--- config.mk ---
export PLATFORM = sky130hd
export DESIGN_NAME = pulse_speedometer_odometer
export DESIGN_NICKNAME = d
export VERILOG_FILES = /design/src/design/psod_pkg.sv /design/src/design/pulse_speedometer_odometer.sv /design/src/design/psod_div.sv /design/src/design/psod_ctrl.sv /design/src/design/psod_dp.sv
export SDC_FILE = /design/constraint.sdc
export NUM_CORES = 1
export LEC_CHECK = 0
export BUFFER_PORTS_ARGS = -buffer_cell sky130_fd_sc_hd__buf_2
export CAP_MARGIN = 5
export CORE_MARGIN = 8
export CORE_UTILIZATION = 40
export CTS_CLUSTER_SIZE = 40
export DETAILED_ROUTE_END_ITERATION = 12
export HOLD_SLACK_MARGIN = 0.12
export SYNTH_ARGS = -nofsm -noshare
export SYNTH_HDL_FRONTEND = slang
export SYNTH_SLANG_ARGS = --single-unit
--- constraint.sdc ---
create_clock -name clk -period 9.8 [get_ports clk]
set_input_delay 0 -clock clk [delete_from_list [all_inputs] [get_ports clk]]
set_output_delay 0 -clock clk [all_outputs]
set_load 0.01 [all_outputs]
--- src/design/psod_pkg.sv ---
// Shared types and constants for the pulse speedometer / odometer block.
package psod_pkg;

    // Request codes carried on req_type
    localparam logic [1:0] REQ_TICK   = 2'd0;
    localparam logic [1:0] REQ_PULSE  = 2'd1;
    localparam logic [1:0] REQ_UPDATE = 2'd2;

    // Configuration register indexes
    localparam logic [2:0] CFG_PULSE_DIST = 3'd0;
    localparam logic [2:0] CFG_TRIP_STEP  = 3'd1;
    localparam logic [2:0] CFG_SPEED_SCALE = 3'd2;
    localparam logic [2:0] CFG_STALE_LIMIT = 3'd3;
    localparam logic [2:0] CFG_MIN_SPEED  = 3'd4;
    localparam logic [2:0] CFG_ODO_START  = 3'd5;
    localparam logic [2:0] CFG_TRIP_START = 3'd6;

    // Field widths
    localparam int CFG_IDX_W  = 3;
    localparam int CFG_DATA_W = 40;
    localparam int STEP_W     = 16;
    localparam int SCALE_W    = 20;
    localparam int LIMIT_W    = 16;
    localparam int SPEED_W    = 10;
    localparam int NEEDLE_W   = 7;
    localparam int OUT_DIST_W = 40;

    // Register reset values
    localparam logic [STEP_W-1:0]     PULSE_DIST_RST  = 16'd1068;
    localparam logic [STEP_W-1:0]     TRIP_STEP_RST   = 16'd1078;
    localparam logic [SCALE_W-1:0]    SPEED_SCALE_RST = 20'd3845;
    localparam logic [LIMIT_W-1:0]    STALE_LIMIT_RST = 16'd769;
    localparam logic [SPEED_W-1:0]    MIN_SPEED_RST   = 10'd5;
    localparam logic [OUT_DIST_W-1:0] ODO_START_RST   = 40'd0;
    localparam logic [OUT_DIST_W-1:0] TRIP_START_RST  = 40'd0;

    localparam logic [SPEED_W-1:0] SPEED_MAX = 10'd1023;

    // speed / 10 as (speed * 205) >> 11, exact for speed <= 1023
    localparam int NEEDLE_PROD_W = 18;
    localparam logic [NEEDLE_PROD_W-1:0] NEEDLE_MUL = 18'd205;
    localparam int NEEDLE_SHIFT = 11;

    typedef enum logic [2:0] {
        S_IDLE,
        S_DISPATCH,
        S_DIV,
        S_EXEC,
        S_EMIT
    } psod_state_t;

    typedef struct packed {
        logic latch;      // capture the incoming request
        logic div_start;  // launch the speed division
        logic exec;       // apply the request to the state
        logic emit;       // load the output register
    } psod_cmd_t;

    typedef struct packed {
        logic is_update;  // latched request is an update
        logic div_done;   // quotient ready
    } psod_stat_t;

endpackage

--- src/design/pulse_speedometer_odometer.sv ---
// Top level of the wheel-pulse speedometer with odometer and trip counters.
// Each input beat is a millisecond tick, a wheel pulse edge or an update
// request, and each one returns exactly one output beat showing speed,
// gauge needle target, odometer and trip after that beat took effect.
// Items are handled one at a time by a small sequencer: a tick, a pulse or
// an unused request code passes through dispatch, execute and emit to the
// output register, and the next beat can be accepted in the cycle after the
// load; an update also waits in the restoring divider, which produces one
// bit of the 20-bit speed_scale / period quotient per cycle. A finished
// beat waits in the output register while the next item is accepted; an
// item that finishes while the previous beat is still unread holds until
// the output register frees up. Speed reads zero when the period is zero,
// when the last pulse is older than stale_limit_ms, or when the saturated
// quotient is below min_speed_kph. Writing odo_start_mm or trip_start_mm
// loads the running total at once. Configuration is accepted every cycle
// and must only be written while the block is idle; unknown indexes are
// ignored.
module pulse_speedometer_odometer #(
    parameter int DIST_WIDTH = 40,  // odometer/trip counter width, 32..48
    parameter int TIME_WIDTH = 32   // millisecond counter width, 16..32
) (
    input  logic                                clk,
    input  logic                                rst_n,
    // request channel
    input  logic                                in_valid,
    output logic                                in_ready,
    input  logic [1:0]                          req_type,
    input  logic                                clear_trip,
    // result channel
    output logic                                out_valid,
    input  logic                                out_ready,
    output logic [psod_pkg::SPEED_W-1:0]        speed_kph,
    output logic [psod_pkg::NEEDLE_W-1:0]       needle_target,
    output logic [psod_pkg::OUT_DIST_W-1:0]     odo_mm,
    output logic [psod_pkg::OUT_DIST_W-1:0]     trip_mm,
    // configuration write channel
    input  logic                                cfg_valid,
    output logic                                cfg_ready,
    input  logic [psod_pkg::CFG_IDX_W-1:0]      cfg_index,
    input  logic [psod_pkg::CFG_DATA_W-1:0]     cfg_data
);
    import psod_pkg::*;

    psod_cmd_t  cmd;
    psod_stat_t stat;
    logic       cfg_we;

    // registers take a write in any cycle
    assign cfg_ready = 1'b1;
    assign cfg_we    = cfg_valid && cfg_ready;

    psod_ctrl u_ctrl (
        .clk       (clk),
        .rst_n     (rst_n),
        .in_valid  (in_valid),
        .in_ready  (in_ready),
        .out_valid (out_valid),
        .out_ready (out_ready),
        .stat      (stat),
        .cmd       (cmd)
    );

    psod_dp #(
        .DIST_WIDTH (DIST_WIDTH),
        .TIME_WIDTH (TIME_WIDTH)
    ) u_dp (
        .clk           (clk),
        .rst_n         (rst_n),
        .cmd           (cmd),
        .stat          (stat),
        .req_type      (req_type),
        .clear_trip    (clear_trip),
        .cfg_we        (cfg_we),
        .cfg_index     (cfg_index),
        .cfg_data      (cfg_data),
        .speed_kph     (speed_kph),
        .needle_target (needle_target),
        .odo_mm        (odo_mm),
        .trip_mm       (trip_mm)
    );

`ifndef SYNTHESIS
    // one item in flight: an accepted beat closes the request channel
    a_one_in_flight: assert property (@(posedge clk) disable iff (!rst_n)
        (in_valid && in_ready) |=> !in_ready)
        else $error("request accepted while another is in flight");

    // loading the output register always raises out_valid
    a_emit_valid: assert property (@(posedge clk) disable iff (!rst_n)
        cmd.emit |=> out_valid)
        else $error("output beat loaded but not presented");

    // the divider steps through every quotient bit: no quotient right after a launch
    a_div_latency: assert property (@(posedge clk) disable iff (!rst_n)
        cmd.div_start |=> !stat.div_done)
        else $error("divider finished too early");

    // speed / 10 cannot exceed 102
    a_needle_range: assert property (@(posedge clk) disable iff (!rst_n)
        out_valid |-> (needle_target <= 7'd102))
        else $error("needle target out of range");
`endif

endmodule

--- src/design/psod_div.sv ---
// Restoring divider, one quotient bit per cycle.
module psod_div #(
    parameter int DVD_W = 20,
    parameter int DVS_W = 32
) (
    input  logic             clk,
    input  logic             rst_n,
    input  logic             start,
    input  logic [DVD_W-1:0] dividend,
    input  logic [DVS_W-1:0] divisor,
    output logic             done,
    output logic [DVD_W-1:0] quotient
);
    localparam int CNT_W = (DVD_W > 1) ? $clog2(DVD_W) : 1;
    localparam logic [CNT_W-1:0] LAST_STEP = CNT_W'(DVD_W - 1);

    logic             busy_reg, busy_next;
    logic             done_reg, done_next;
    logic [CNT_W-1:0] count_reg, count_next;
    logic [DVS_W-1:0] rem_reg, rem_next;
    logic [DVD_W-1:0] quo_reg, quo_next;
    logic [DVS_W-1:0] dvs_reg, dvs_next;

    logic [DVS_W:0]   rem_shift;
    logic [DVS_W+1:0] diff;
    logic             fits;

    always_comb
    begin
        rem_shift = {rem_reg, quo_reg[DVD_W-1]};
        diff      = {1'b0, rem_shift} - {2'b00, dvs_reg};
        fits      = !diff[DVS_W+1];

        busy_next  = busy_reg;
        done_next  = 1'b0;
        count_next = count_reg;
        rem_next   = rem_reg;
        quo_next   = quo_reg;
        dvs_next   = dvs_reg;

        if (start)
        begin
            busy_next  = 1'b1;
            count_next = '0;
            rem_next   = '0;
            quo_next   = dividend;
            dvs_next   = divisor;
        end
        else if (busy_reg)
        begin
            rem_next   = fits ? diff[DVS_W-1:0] : rem_shift[DVS_W-1:0];
            quo_next   = {quo_reg[DVD_W-2:0], fits};
            count_next = count_reg + 1'b1;
            if (count_reg == LAST_STEP)
            begin
                busy_next = 1'b0;
                done_next = 1'b1;
            end
        end
    end

    always_ff @(posedge clk or negedge rst_n)
    begin
        if (!rst_n)
        begin
            busy_reg  <= 1'b0;
            done_reg  <= 1'b0;
            count_reg <= '0;
        end
        else
        begin
            busy_reg  <= busy_next;
            done_reg  <= done_next;
            count_reg <= count_next;
        end
    end

    always_ff @(posedge clk)
    begin
        rem_reg <= rem_next;
        quo_reg <= quo_next;
        dvs_reg <= dvs_next;
    end

    assign done     = done_reg;
    assign quotient = quo_reg;

endmodule

--- src/design/psod_ctrl.sv ---
// Sequencing state machine and output-valid tracking.
module psod_ctrl (
    input  logic                 clk,
    input  logic                 rst_n,
    input  logic                 in_valid,
    output logic                 in_ready,
    output logic                 out_valid,
    input  logic                 out_ready,
    input  psod_pkg::psod_stat_t stat,
    output psod_pkg::psod_cmd_t  cmd
);
    import psod_pkg::*;

    psod_state_t state_reg, state_next;
    logic        out_valid_reg, out_valid_next;
    logic        slot_free;

    assign slot_free = !out_valid_reg || out_ready;

    // next state
    always_comb
    begin
        state_next = state_reg;
        case (state_reg)
            S_IDLE:
            begin
                if (in_valid)
                    state_next = S_DISPATCH;
            end
            S_DISPATCH:
            begin
                state_next = stat.is_update ? S_DIV : S_EXEC;
            end
            S_DIV:
            begin
                if (stat.div_done)
                    state_next = S_EXEC;
            end
            S_EXEC:
            begin
                state_next = S_EMIT;
            end
            S_EMIT:
            begin
                if (slot_free)
                    state_next = S_IDLE;
            end
            default:
            begin
                state_next = S_IDLE;
            end
        endcase
    end

    // outputs
    always_comb
    begin
        cmd      = '0;
        in_ready = 1'b0;
        case (state_reg)
            S_IDLE:
            begin
                in_ready  = 1'b1;
                cmd.latch = in_valid;
            end
            S_DISPATCH:
            begin
                cmd.div_start = stat.is_update;
            end
            S_DIV:
            begin
                cmd = '0;
            end
            S_EXEC:
            begin
                cmd.exec = 1'b1;
            end
            S_EMIT:
            begin
                cmd.emit = slot_free;
            end
            default:
            begin
                cmd = '0;
            end
        endcase
    end

    always_comb
    begin
        out_valid_next = out_valid_reg;
        if (cmd.emit)
            out_valid_next = 1'b1;
        else if (out_ready)
            out_valid_next = 1'b0;
    end

    always_ff @(posedge clk or negedge rst_n)
    begin
        if (!rst_n)
        begin
            state_reg     <= S_IDLE;
            out_valid_reg <= 1'b0;
        end
        else
        begin
            state_reg     <= state_next;
            out_valid_reg <= out_valid_next;
        end
    end

    assign out_valid = out_valid_reg;

endmodule

--- src/design/psod_dp.sv ---
// Datapath: configuration, time and distance counters, speed evaluation, output register.
module psod_dp #(
    parameter int DIST_WIDTH = 40,
    parameter int TIME_WIDTH = 32
) (
    input  logic                                clk,
    input  logic                                rst_n,
    input  psod_pkg::psod_cmd_t                 cmd,
    output psod_pkg::psod_stat_t                stat,
    input  logic [1:0]                          req_type,
    input  logic                                clear_trip,
    input  logic                                cfg_we,
    input  logic [psod_pkg::CFG_IDX_W-1:0]      cfg_index,
    input  logic [psod_pkg::CFG_DATA_W-1:0]     cfg_data,
    output logic [psod_pkg::SPEED_W-1:0]        speed_kph,
    output logic [psod_pkg::NEEDLE_W-1:0]       needle_target,
    output logic [psod_pkg::OUT_DIST_W-1:0]     odo_mm,
    output logic [psod_pkg::OUT_DIST_W-1:0]     trip_mm
);
    import psod_pkg::*;

    // configuration
    logic [STEP_W-1:0]  pulse_dist_reg, pulse_dist_next;
    logic [STEP_W-1:0]  trip_step_reg, trip_step_next;
    logic [SCALE_W-1:0] speed_scale_reg, speed_scale_next;
    logic [LIMIT_W-1:0] stale_limit_reg, stale_limit_next;
    logic [SPEED_W-1:0] min_speed_reg, min_speed_next;

    // state
    logic [TIME_WIDTH-1:0] now_reg, now_next;
    logic [TIME_WIDTH-1:0] last_pulse_reg, last_pulse_next;
    logic [TIME_WIDTH-1:0] period_reg, period_next;
    logic [DIST_WIDTH-1:0] odo_total_reg, odo_total_next;
    logic [DIST_WIDTH-1:0] trip_total_reg, trip_total_next;
    logic [SPEED_W-1:0]    speed_held_reg, speed_held_next;

    // latched request
    logic [1:0] req_kind_reg;
    logic       req_clear_reg;

    // output beat
    logic [SPEED_W-1:0]    speed_out_reg;
    logic [NEEDLE_W-1:0]   needle_out_reg;
    logic [OUT_DIST_W-1:0] odo_out_reg;
    logic [OUT_DIST_W-1:0] trip_out_reg;

    logic [SCALE_W-1:0]       quotient;
    logic                     div_done;
    logic [SPEED_W-1:0]       speed_sat;
    logic [TIME_WIDTH-1:0]    age;
    logic                     stale;
    logic [SPEED_W-1:0]       speed_calc;
    logic [NEEDLE_PROD_W-1:0] needle_prod;
    logic [NEEDLE_W-1:0]      needle;

    psod_div #(
        .DVD_W (SCALE_W),
        .DVS_W (TIME_WIDTH)
    ) u_div (
        .clk      (clk),
        .rst_n    (rst_n),
        .start    (cmd.div_start),
        .dividend (speed_scale_reg),
        .divisor  (period_reg),
        .done     (div_done),
        .quotient (quotient)
    );

    assign stat.is_update = (req_kind_reg == REQ_UPDATE);
    assign stat.div_done  = div_done;

    // speed from the finished quotient
    always_comb
    begin
        speed_sat  = (|quotient[SCALE_W-1:SPEED_W]) ? SPEED_MAX : quotient[SPEED_W-1:0];
        age        = now_reg - last_pulse_reg;
        stale      = age > TIME_WIDTH'(stale_limit_reg);
        speed_calc = speed_sat;
        if ((period_reg == '0) || stale || (speed_sat < min_speed_reg))
            speed_calc = '0;
    end

    assign needle_prod = NEEDLE_PROD_W'(speed_held_reg) * NEEDLE_MUL;
    assign needle      = needle_prod[NEEDLE_SHIFT +: NEEDLE_W];

    always_comb
    begin
        pulse_dist_next  = pulse_dist_reg;
        trip_step_next   = trip_step_reg;
        speed_scale_next = speed_scale_reg;
        stale_limit_next = stale_limit_reg;
        min_speed_next   = min_speed_reg;
        now_next         = now_reg;
        last_pulse_next  = last_pulse_reg;
        period_next      = period_reg;
        odo_total_next   = odo_total_reg;
        trip_total_next  = trip_total_reg;
        speed_held_next  = speed_held_reg;

        if (cmd.exec)
        begin
            case (req_kind_reg)
                REQ_TICK:
                begin
                    now_next = now_reg + 1'b1;
                end
                REQ_PULSE:
                begin
                    period_next     = now_reg - last_pulse_reg;
                    last_pulse_next = now_reg;
                    odo_total_next  = odo_total_reg + DIST_WIDTH'(pulse_dist_reg);
                    trip_total_next = trip_total_reg + DIST_WIDTH'(trip_step_reg);
                end
                REQ_UPDATE:
                begin
                    speed_held_next = speed_calc;
                    if (req_clear_reg)
                        trip_total_next = '0;
                end
                default:
                begin
                    now_next = now_reg;
                end
            endcase
        end

        if (cfg_we)
        begin
            case (cfg_index)
                CFG_PULSE_DIST:  pulse_dist_next  = cfg_data[STEP_W-1:0];
                CFG_TRIP_STEP:   trip_step_next   = cfg_data[STEP_W-1:0];
                CFG_SPEED_SCALE: speed_scale_next = cfg_data[SCALE_W-1:0];
                CFG_STALE_LIMIT: stale_limit_next = cfg_data[LIMIT_W-1:0];
                CFG_MIN_SPEED:   min_speed_next   = cfg_data[SPEED_W-1:0];
                CFG_ODO_START:   odo_total_next   = DIST_WIDTH'(cfg_data[OUT_DIST_W-1:0]);
                CFG_TRIP_START:  trip_total_next  = DIST_WIDTH'(cfg_data[OUT_DIST_W-1:0]);
                default:         pulse_dist_next  = pulse_dist_reg;
            endcase
        end
    end

    always_ff @(posedge clk or negedge rst_n)
    begin
        if (!rst_n)
        begin
            pulse_dist_reg  <= PULSE_DIST_RST;
            trip_step_reg   <= TRIP_STEP_RST;
            speed_scale_reg <= SPEED_SCALE_RST;
            stale_limit_reg <= STALE_LIMIT_RST;
            min_speed_reg   <= MIN_SPEED_RST;
            now_reg         <= '0;
            last_pulse_reg  <= '0;
            period_reg      <= '0;
            odo_total_reg   <= DIST_WIDTH'(ODO_START_RST);
            trip_total_reg  <= DIST_WIDTH'(TRIP_START_RST);
            speed_held_reg  <= '0;
        end
        else
        begin
            pulse_dist_reg  <= pulse_dist_next;
            trip_step_reg   <= trip_step_next;
            speed_scale_reg <= speed_scale_next;
            stale_limit_reg <= stale_limit_next;
            min_speed_reg   <= min_speed_next;
            now_reg         <= now_next;
            last_pulse_reg  <= last_pulse_next;
            period_reg      <= period_next;
            odo_total_reg   <= odo_total_next;
            trip_total_reg  <= trip_total_next;
            speed_held_reg  <= speed_held_next;
        end
    end

    // payload registers, no reset
    always_ff @(posedge clk)
    begin
        if (cmd.latch)
        begin
            req_kind_reg  <= req_type;
            req_clear_reg <= clear_trip;
        end
        if (cmd.emit)
        begin
            speed_out_reg  <= speed_held_reg;
            needle_out_reg <= needle;
            odo_out_reg    <= OUT_DIST_W'(odo_total_reg);
            trip_out_reg   <= OUT_DIST_W'(trip_total_reg);
        end
    end

    assign speed_kph     = speed_out_reg;
    assign needle_target = needle_out_reg;
    assign odo_mm        = odo_out_reg;
    assign trip_mm       = trip_out_reg;

endmodule

==> results of run 1 <==
## power groups by stage
stage          logic [mW]  clock network (mW)  registers [mW]
3_5_place_dp         3.55                   0            3.04
2_1_floorplan        2.76                   0            2.92
4_1_cts              3.61                1.96            3.01
3_3_place_gp         3.45                   0            3.03
6_report             3.60                1.91            3.01
5_1_grt              4.08                2.03            3.08
## worst min path at each step
stage            startpoint                      end  cells after the start
6_report       cfg_data[36]  u_dp.trip_total_reg[36]                      3
5_1_grt        cfg_data[27]   u_dp.odo_total_reg[27]                      3
4_1_cts        cfg_data[33]  u_dp.trip_total_reg[33]                      4
3_5_place_dp          rst_n    u_dp.odo_total_reg[6]                      1
3_3_place_gp          rst_n    u_dp.odo_total_reg[6]                      1
2_1_floorplan         rst_n         u_ctrl.out_valid                      0
## worst max-delay path, cell delays in order, from the launching register on
cell and delay [ns]:
dfrtp_1 0.41, inv_1 0.10, ha_1 0.22, fa_1 0.41
nand2b_1 0.18, a21oi_1 0.24, o211ai_1 0.21, a21oi_1 0.33
o21ai_0 0.17, nand2b_1 0.09, a21oi_1 0.08, xnor2_1 0.19
ha_1 0.28, o21ai_0 0.19, nor2_1 0.05, a2111oi_0 0.36
o21ai_0 0.16, nor3_1 0.20, and4_1 0.26, nand4_4 0.25
o41ai_2 0.37
## cells in the final DEF, fill, tap and decap left out, drive strengths merged, types with 20 or more instances in the layout
master / count
nand2: 290
dfrtp: 255
nor2: 212
inv: 187
ha: 174
a21oi: 170
buf: 168
edfxtp: 152
o21ai: 140
mux2: 86
xnor2: 84
dlygate4sd3: 74
clkbuf: 67
nand3: 60
xor2: 55
a21o: 43
and3: 37
a31oi: 35
nand4: 34
dfxtp: 32
nor3: 30
a211oi: 25
nor4: 22
fa: 21
dfstp: 20
## area by class of cell
cell class	count	area, um2
repair buffers	242	1659
inverters	186	698.2
fillers	5695	33400
clock inverters	27	295.3
multi-input cells	1761	12120
flip-flops and latches	459	12110
clock buffers	67	1395
well taps	846	1059
## layer usage
layer	wire length (um)	track usage, %	vias up
met2	30400	30.35	402
li1	-	-	9248
met1	27570	22.20	9148
met4	2821	7.866	0
met5	0	0	-
met3	2634	2.919	141
## cells by family (layout without fill, tap and decap cells)
logic type / after synthesis / count (layout) / synth area share, %
xor gates and xnor gates: 139 / 139 / 4.819
buffers and inverters: 269 / 522 / 4.180
DFF: 459 / 459 / 47.94
AOI/OAI and AO/OA: 550 / 550 / 14.17
and+or+nand+nor: 782 / 782 / 14.44
adders and majority gates: 195 / 195 / 10.28
muxes: 94 / 94 / 4.151
other: 1 / 1 / 0.01484
## stage by stage
| step | power (mW) | worst slack, ns |
|---|---|---|
| final | 8.514 | 4.937 |
| after CTS | 8.574 | 4.888 |
| after floorplan | 5.677 | 5.535 |
| after global routing | 9.195 | 4.306 |
| after detailed placement | 6.597 | 4.917 |
| after global placement | 6.474 | 5.037 |
==> metrics.md, run 1 <==
| Metric | Value |
|---|---|
| Post-CTS sizing | 0 |
| Final GP Congestion | between 0.8 and 0.9 |
| Slew Viols, Final | 0 |
| Die width | between 200 and 300 um |
| Ranking of synthesized cells by area | dfrtp_1 25%, edfxtp_1 18%, ha_1 8.6% |
| Area growth syn-to-layout | 16.14% |
| Clock share of power | 22.4% |
| P_leak | 12.98 nW |
| Port Buffer Count | 149 |
| First-pass GRT wire length | a little over 100 mm |
| CTS tree | done |
| Max clock buf depth | 3 |
| Max Clk Rate | 205.6 MHz |
| Clock skew | between 0.03 and 0.04 ns |
| Die area | 71450 um2 |
| WL/cell | approximately 18 um |
| Antenna Nets Post-Route | 0 |
| Netlist cell types | 88 |
| Drt pass-1 iters | 5 |
| Non-filler cells, final | approximately 3.6k |
| Post-synthesis cell area | 25260 um2 |
| Post-CTS Hold Buffers | 75 |
| DRT iter0 DRCs | 1113 |
| Fraction of layout cells with a size suffix above 1 | 15.03% |
| Startpoint Class | flop |
| Design area | between 20000 and 30000 um2 |
| RSZ-0062 raised after global routing | false |
| Worst Setup SP | u_dp.now_reg[0] |
| Setup Viol. Count Final | 0 |
| Worst-path maximum fanout | 10 |
| Most frequent cell after synthesis | nand2_1 |
| Setup CP Type | flop to flop |
| Fraction of registers with async set/reset | 59.91% |
| Number of global-route vias before repair | a little under 20k |
| Max_slew headroom | between 10% and 20% |
| Core region area | 62740 um2 |
| Post-CTS setup buffer count | 0 |
| Chip height | 267.3 um |
| Area leader, netlist | dfrtp_1 |
| R2r endpoint | u_dp.speed_held_reg[5] |
| #FFs+latches synth | 459 |
| YS warnings | 0 |
| Required @ worst endpoint | approximately 10 ns |
| Final nets | between 2k and 3k |
| Pin count of the biggest net entering global routing | 95 |
| Status | completed |
| # diodes | 0 |
| Top-area cell type share of the netlist area | 25.26% |
| Cell Rows | 92 |
| Hpwl dp | 45.31 mm |
| Clock-pin transition on the worst setup and hold timing paths | about 0.060 ns |
| Post-Place Cells | 3419 |
| Synth Instances | ~2.5k |
| Endpoint class of the critical path | flop |
| Via/cell ratio | between 5 and 6 |
| Initial Utilization | 40.27% |
| Comb pwr share | 42.2% |
| Initial antenna violation count | 0 |
| Total wire length | around 63 mm |
| R2R cell count | 20 |
| Final cycle utilization of the critical path | 49.62% |
| Final design utilization | between 40 and 50% |
| GRT Util Overall | 17.83% |
| Switching pwr | ~3.3 mW |
| Worst Path Arrival | between 5 and 6 ns |
| Final hold slack | 0.2074 ns |
| Pint | 5.227 mW |
| R2R setup slack | approximately 4.9 ns |
| Final min period | slightly below 5 ns |
| Final Hold Vio Count | 0 |
| PwrDens | 290.2 nW/um2 |
| Worst r2r src | u_dp.now_reg[0] |
| Max VDD drop | 128.7 uV |
| Worst skew pair latency | 0.62 ns |
| Sequential share of power | between 30% and 40% |
| Sw Share | 38.60% |
| Syn nets | 2735 |
| I/O pin cnt | 151 |
| Clock Sinks | 459 |
| Htree depth | 2 |
| Avg Inst Size Synth | 10.15 um2 |
| Total grt overflow | 0 |
| Num CTS Buffers | 50 |
| Placed cell areas | 26880 um2 |
| Critical Path End | u_dp.speed_held_reg[5] |
| # DRC | 0 |
| Most frequently used flop master after synthesis | dfrtp_1 |
| Commonest cells post-synth | 287 x nand2_1, 255 x dfrtp_1, 211 x nor2_1 |
| Total number of vias | ~19k |
| HP Class | input pin to flop |
| EDFF count, synth | 152 |
| Register area share after synthesis | 47.94% |
| Setup_tns | 0 ns |
| Worst-margin pin slew | between 1 and 1.5 ns |
| Clk root buf | clkbuf_16 |
| Maxcap violations | 0 |
Note: power is estimated with default switching activity, not from simulation.
==> run 2, diff against run 1 <==
Clock period 9.8 ns to 4.8 ns, I/O delays scaled along.
==> run 2 against run 1 <==
  * Count of clock-buffer cells in the layout down 11
  * First-iteration DRC count rose by 11%
  * Final cell count about the same
  * Sequential power up 100%
  * Wire length increased by 1.6%
  * Via count rose by 1.3%
  * Die area did not move
  * Global-route usage decreased by 0.12 points
==> metrics.md, run 2 (synthesized netlist as in run 1, its figures left out) <==
| Metric | Value |
|---|---|
| Num CTS Buffers | 51 |
| I/O pin cnt | around 150 |
| Fraction of layout cells with a size suffix above 1 | between 10% and 20% |
| Clock-pin transition on the worst setup and hold timing paths | 0.06 ns |
| Commonest non-fill, non-tap cell in the layout | nand2_1 |
| Clock share of power | 22.9% |
| Core region area | 62740 um2 |
| Design area | 29420 um2 |
| Die width | 267.3 um |
| P_leak | 13.03 nW |
| Maxcap violations | 0 |
| Port Buffer Count | 149 |
| Clk root buf | clkbuf_16 |
| Sequential share of power | about a third |
| Setup CP Type | flop to flop |
| Total number of vias | 19.19k |
| Endpoint class of the critical path | flop |
| Die area | 71450 um2 |
| DRT iter0 DRCs | 1236 |
| Total wire length | 64.43 mm |
| Area growth syn-to-layout | 16.47% |
| Max_slew headroom | 32.19% |
| Most frequent cells in the layout | 286 x nand2_1, 254 x dfrtp_1, 211 x nor2_1 |
| First-pass GRT wire length | 102.8 mm |
| Comb pwr share | a little over two fifths |
| Htree depth | 2 |
| WL/cell | 17.95 um |
| GRT Util Overall | 17.71% |
| Slew Viols, Final | 0 |
| # diodes | 0 |
| Pint | 10.89 mW |
| Pin count of the biggest net entering global routing | about 140 |
| Hpwl dp | 45.76 mm |
| Switching pwr | 6.810 mW |
| Max VDD drop | 265.1 uV |
| # DRC | 0 |
| Chip height | 267.3 um |
| Worst skew pair latency | 0.62 ns |
| Clock skew | 0.06455 ns |
| Setup_tns | 0 ns |
| Final nets | 2947 |
| Cell Rows | approximately 90 |
| Post-Place Cells | 3426 |
| Worst-path maximum fanout | 5 |
| Max Clk Rate | 220.4 MHz |
| Total grt overflow | 0 |
| Initial Utilization | a little over 40% |
| Placed cell areas | between 20000 and 30000 um2 |
| Final cycle utilization of the critical path | a little over nine tenths |
| Required @ worst endpoint | 5.11 ns |
| Final GP Congestion | 0.8995 |
| Startpoint Class | flop |
| Worst-margin pin slew | 1.012 ns |
| Setup Viol. Count Final | 0 |
| Drt pass-1 iters | 5 |
| Status | completed |
| Via/cell ratio | 5.346 |
| Max clock buf depth | 3 |
| Final Hold Vio Count | 0 |
| CTS tree | done |
| Number of global-route vias before repair | 19.16k |
| HP Class | input pin to flop |
| PwrDens | 601.5 nW/um2 |
| Non-filler cells, final | 3589 |
| Clock Sinks | 459 |
| Antenna Nets Post-Route | 0 |
| Power Total | between 15 and 20 mW |
| Final min period | roughly 4.5 ns |
| Initial antenna violation count | 0 |
| Worst Path Arrival | around 4.9 ns |
| Sw Share | 38.48% |
## run 2: changes by cell type in the layout (fill, tap and decap cells not counted), sizes merged
cell	before	now
clkinv	19	25
bufinv	3	7
clkbuf	67	56
buf	168	177
nand4	34	35
inv	187	186
clkinvlp	4	7
dlygate4sd3	74	64
## run 2: final timing paths
path                       cells past startpoint                   start                       end  slack [ns]
setup / recovery                              14  u_dp.speed_held_reg[2]     u_dp.needle_target[6]        0.26
hold / removal                                 5               cfg_valid     u_dp.trip_step_reg[8]        0.20
setup reg to reg                              14  u_dp.speed_held_reg[2]     u_dp.needle_target[6]        0.26
hold reg to reg                                0  u_dp.odo_total_reg[39]           u_dp.odo_mm[39]        0.48
max in group asynchronous                      4                   rst_n    u_dp.speed_held_reg[7]        3.42
min in group asynchronous                      3                   rst_n  u_dp.speed_scale_reg[10]        0.56
## run 2: power groups by stage
stage | logic [mW] | registers (mW) | clock network, mW
2_1_floorplan | 5.63 | 5.96 | 0
3_3_place_gp | 7.08 | 6.17 | 0
3_5_place_dp | 7.29 | 6.20 | 0
4_1_cts | 7.42 | 6.13 | 4.16
5_1_grt | 8.47 | 6.26 | 4.31
6_report | 7.51 | 6.13 | 4.05
## run 2: routing by layer
| layer | wire length, um | global-route usage (%) | vias up | share of wire (%) |
|---|---|---|---|---|
| li1 | - | - | 9227 | - |
| met1 | 27900 | 22.30 | 9383 | 43 |
| met2 | 31270 | 30.44 | 433 | 49 |
| met3 | 2806 | 2.699 | 143 | 4.4 |
| met4 | 2450 | 6.911 | 0 | 3.8 |
| met5 | 0 | 0 | - | 0 |
## run 2: final cells by class
class	instances	area, um2
inverters	186	698.2
multi-input cells	1762	12170
flip-flops and latches	459	12110
repair buffers	241	1639
clock buffers	56	1316
clock inverters	39	429.2
well taps	846	1059
fillers	5832	33310
## run 2: per-stage QoR
step	utilization [%]	worst slack, ns	hold slack [ns]
detailed placement	42.95	0.1122	0.09609
global placement	42.95	0.2210	0.09327
floorplan	-	0.5349	-0.2956
global route	46.90	-0.07074	0.2036
finish	46.90	0.2635	0.2009
CTS	46.79	0.02509	0.1616
## run 2: critical path, stage by stage, from the launching register on
cell	delay, ns
dfrtp_1	0.45
ha_1	0.35
inv_1	0.06
fa_1	0.53
inv_1	0.05
fa_1	0.50
fa_1	0.49
ha_1	0.32
a2111oi_1	0.33
o21ai_1	0.16
a31oi_2	0.28
o2111ai_1	0.21
a21o_1	0.25
a21oi_1	0.18
xnor2_1	0.09
## run 2: what timing repair did
| action | CTS | global route |
|---|---|---|
| setup endpoints to repair | 0 | 12 |
| buffers inserted | 0 | 2 |
| hold buffers | 65 | 0 |
| gates resized for setup | 0 | 12 |
| endpoints found under the hold margin | 263 | 0 |
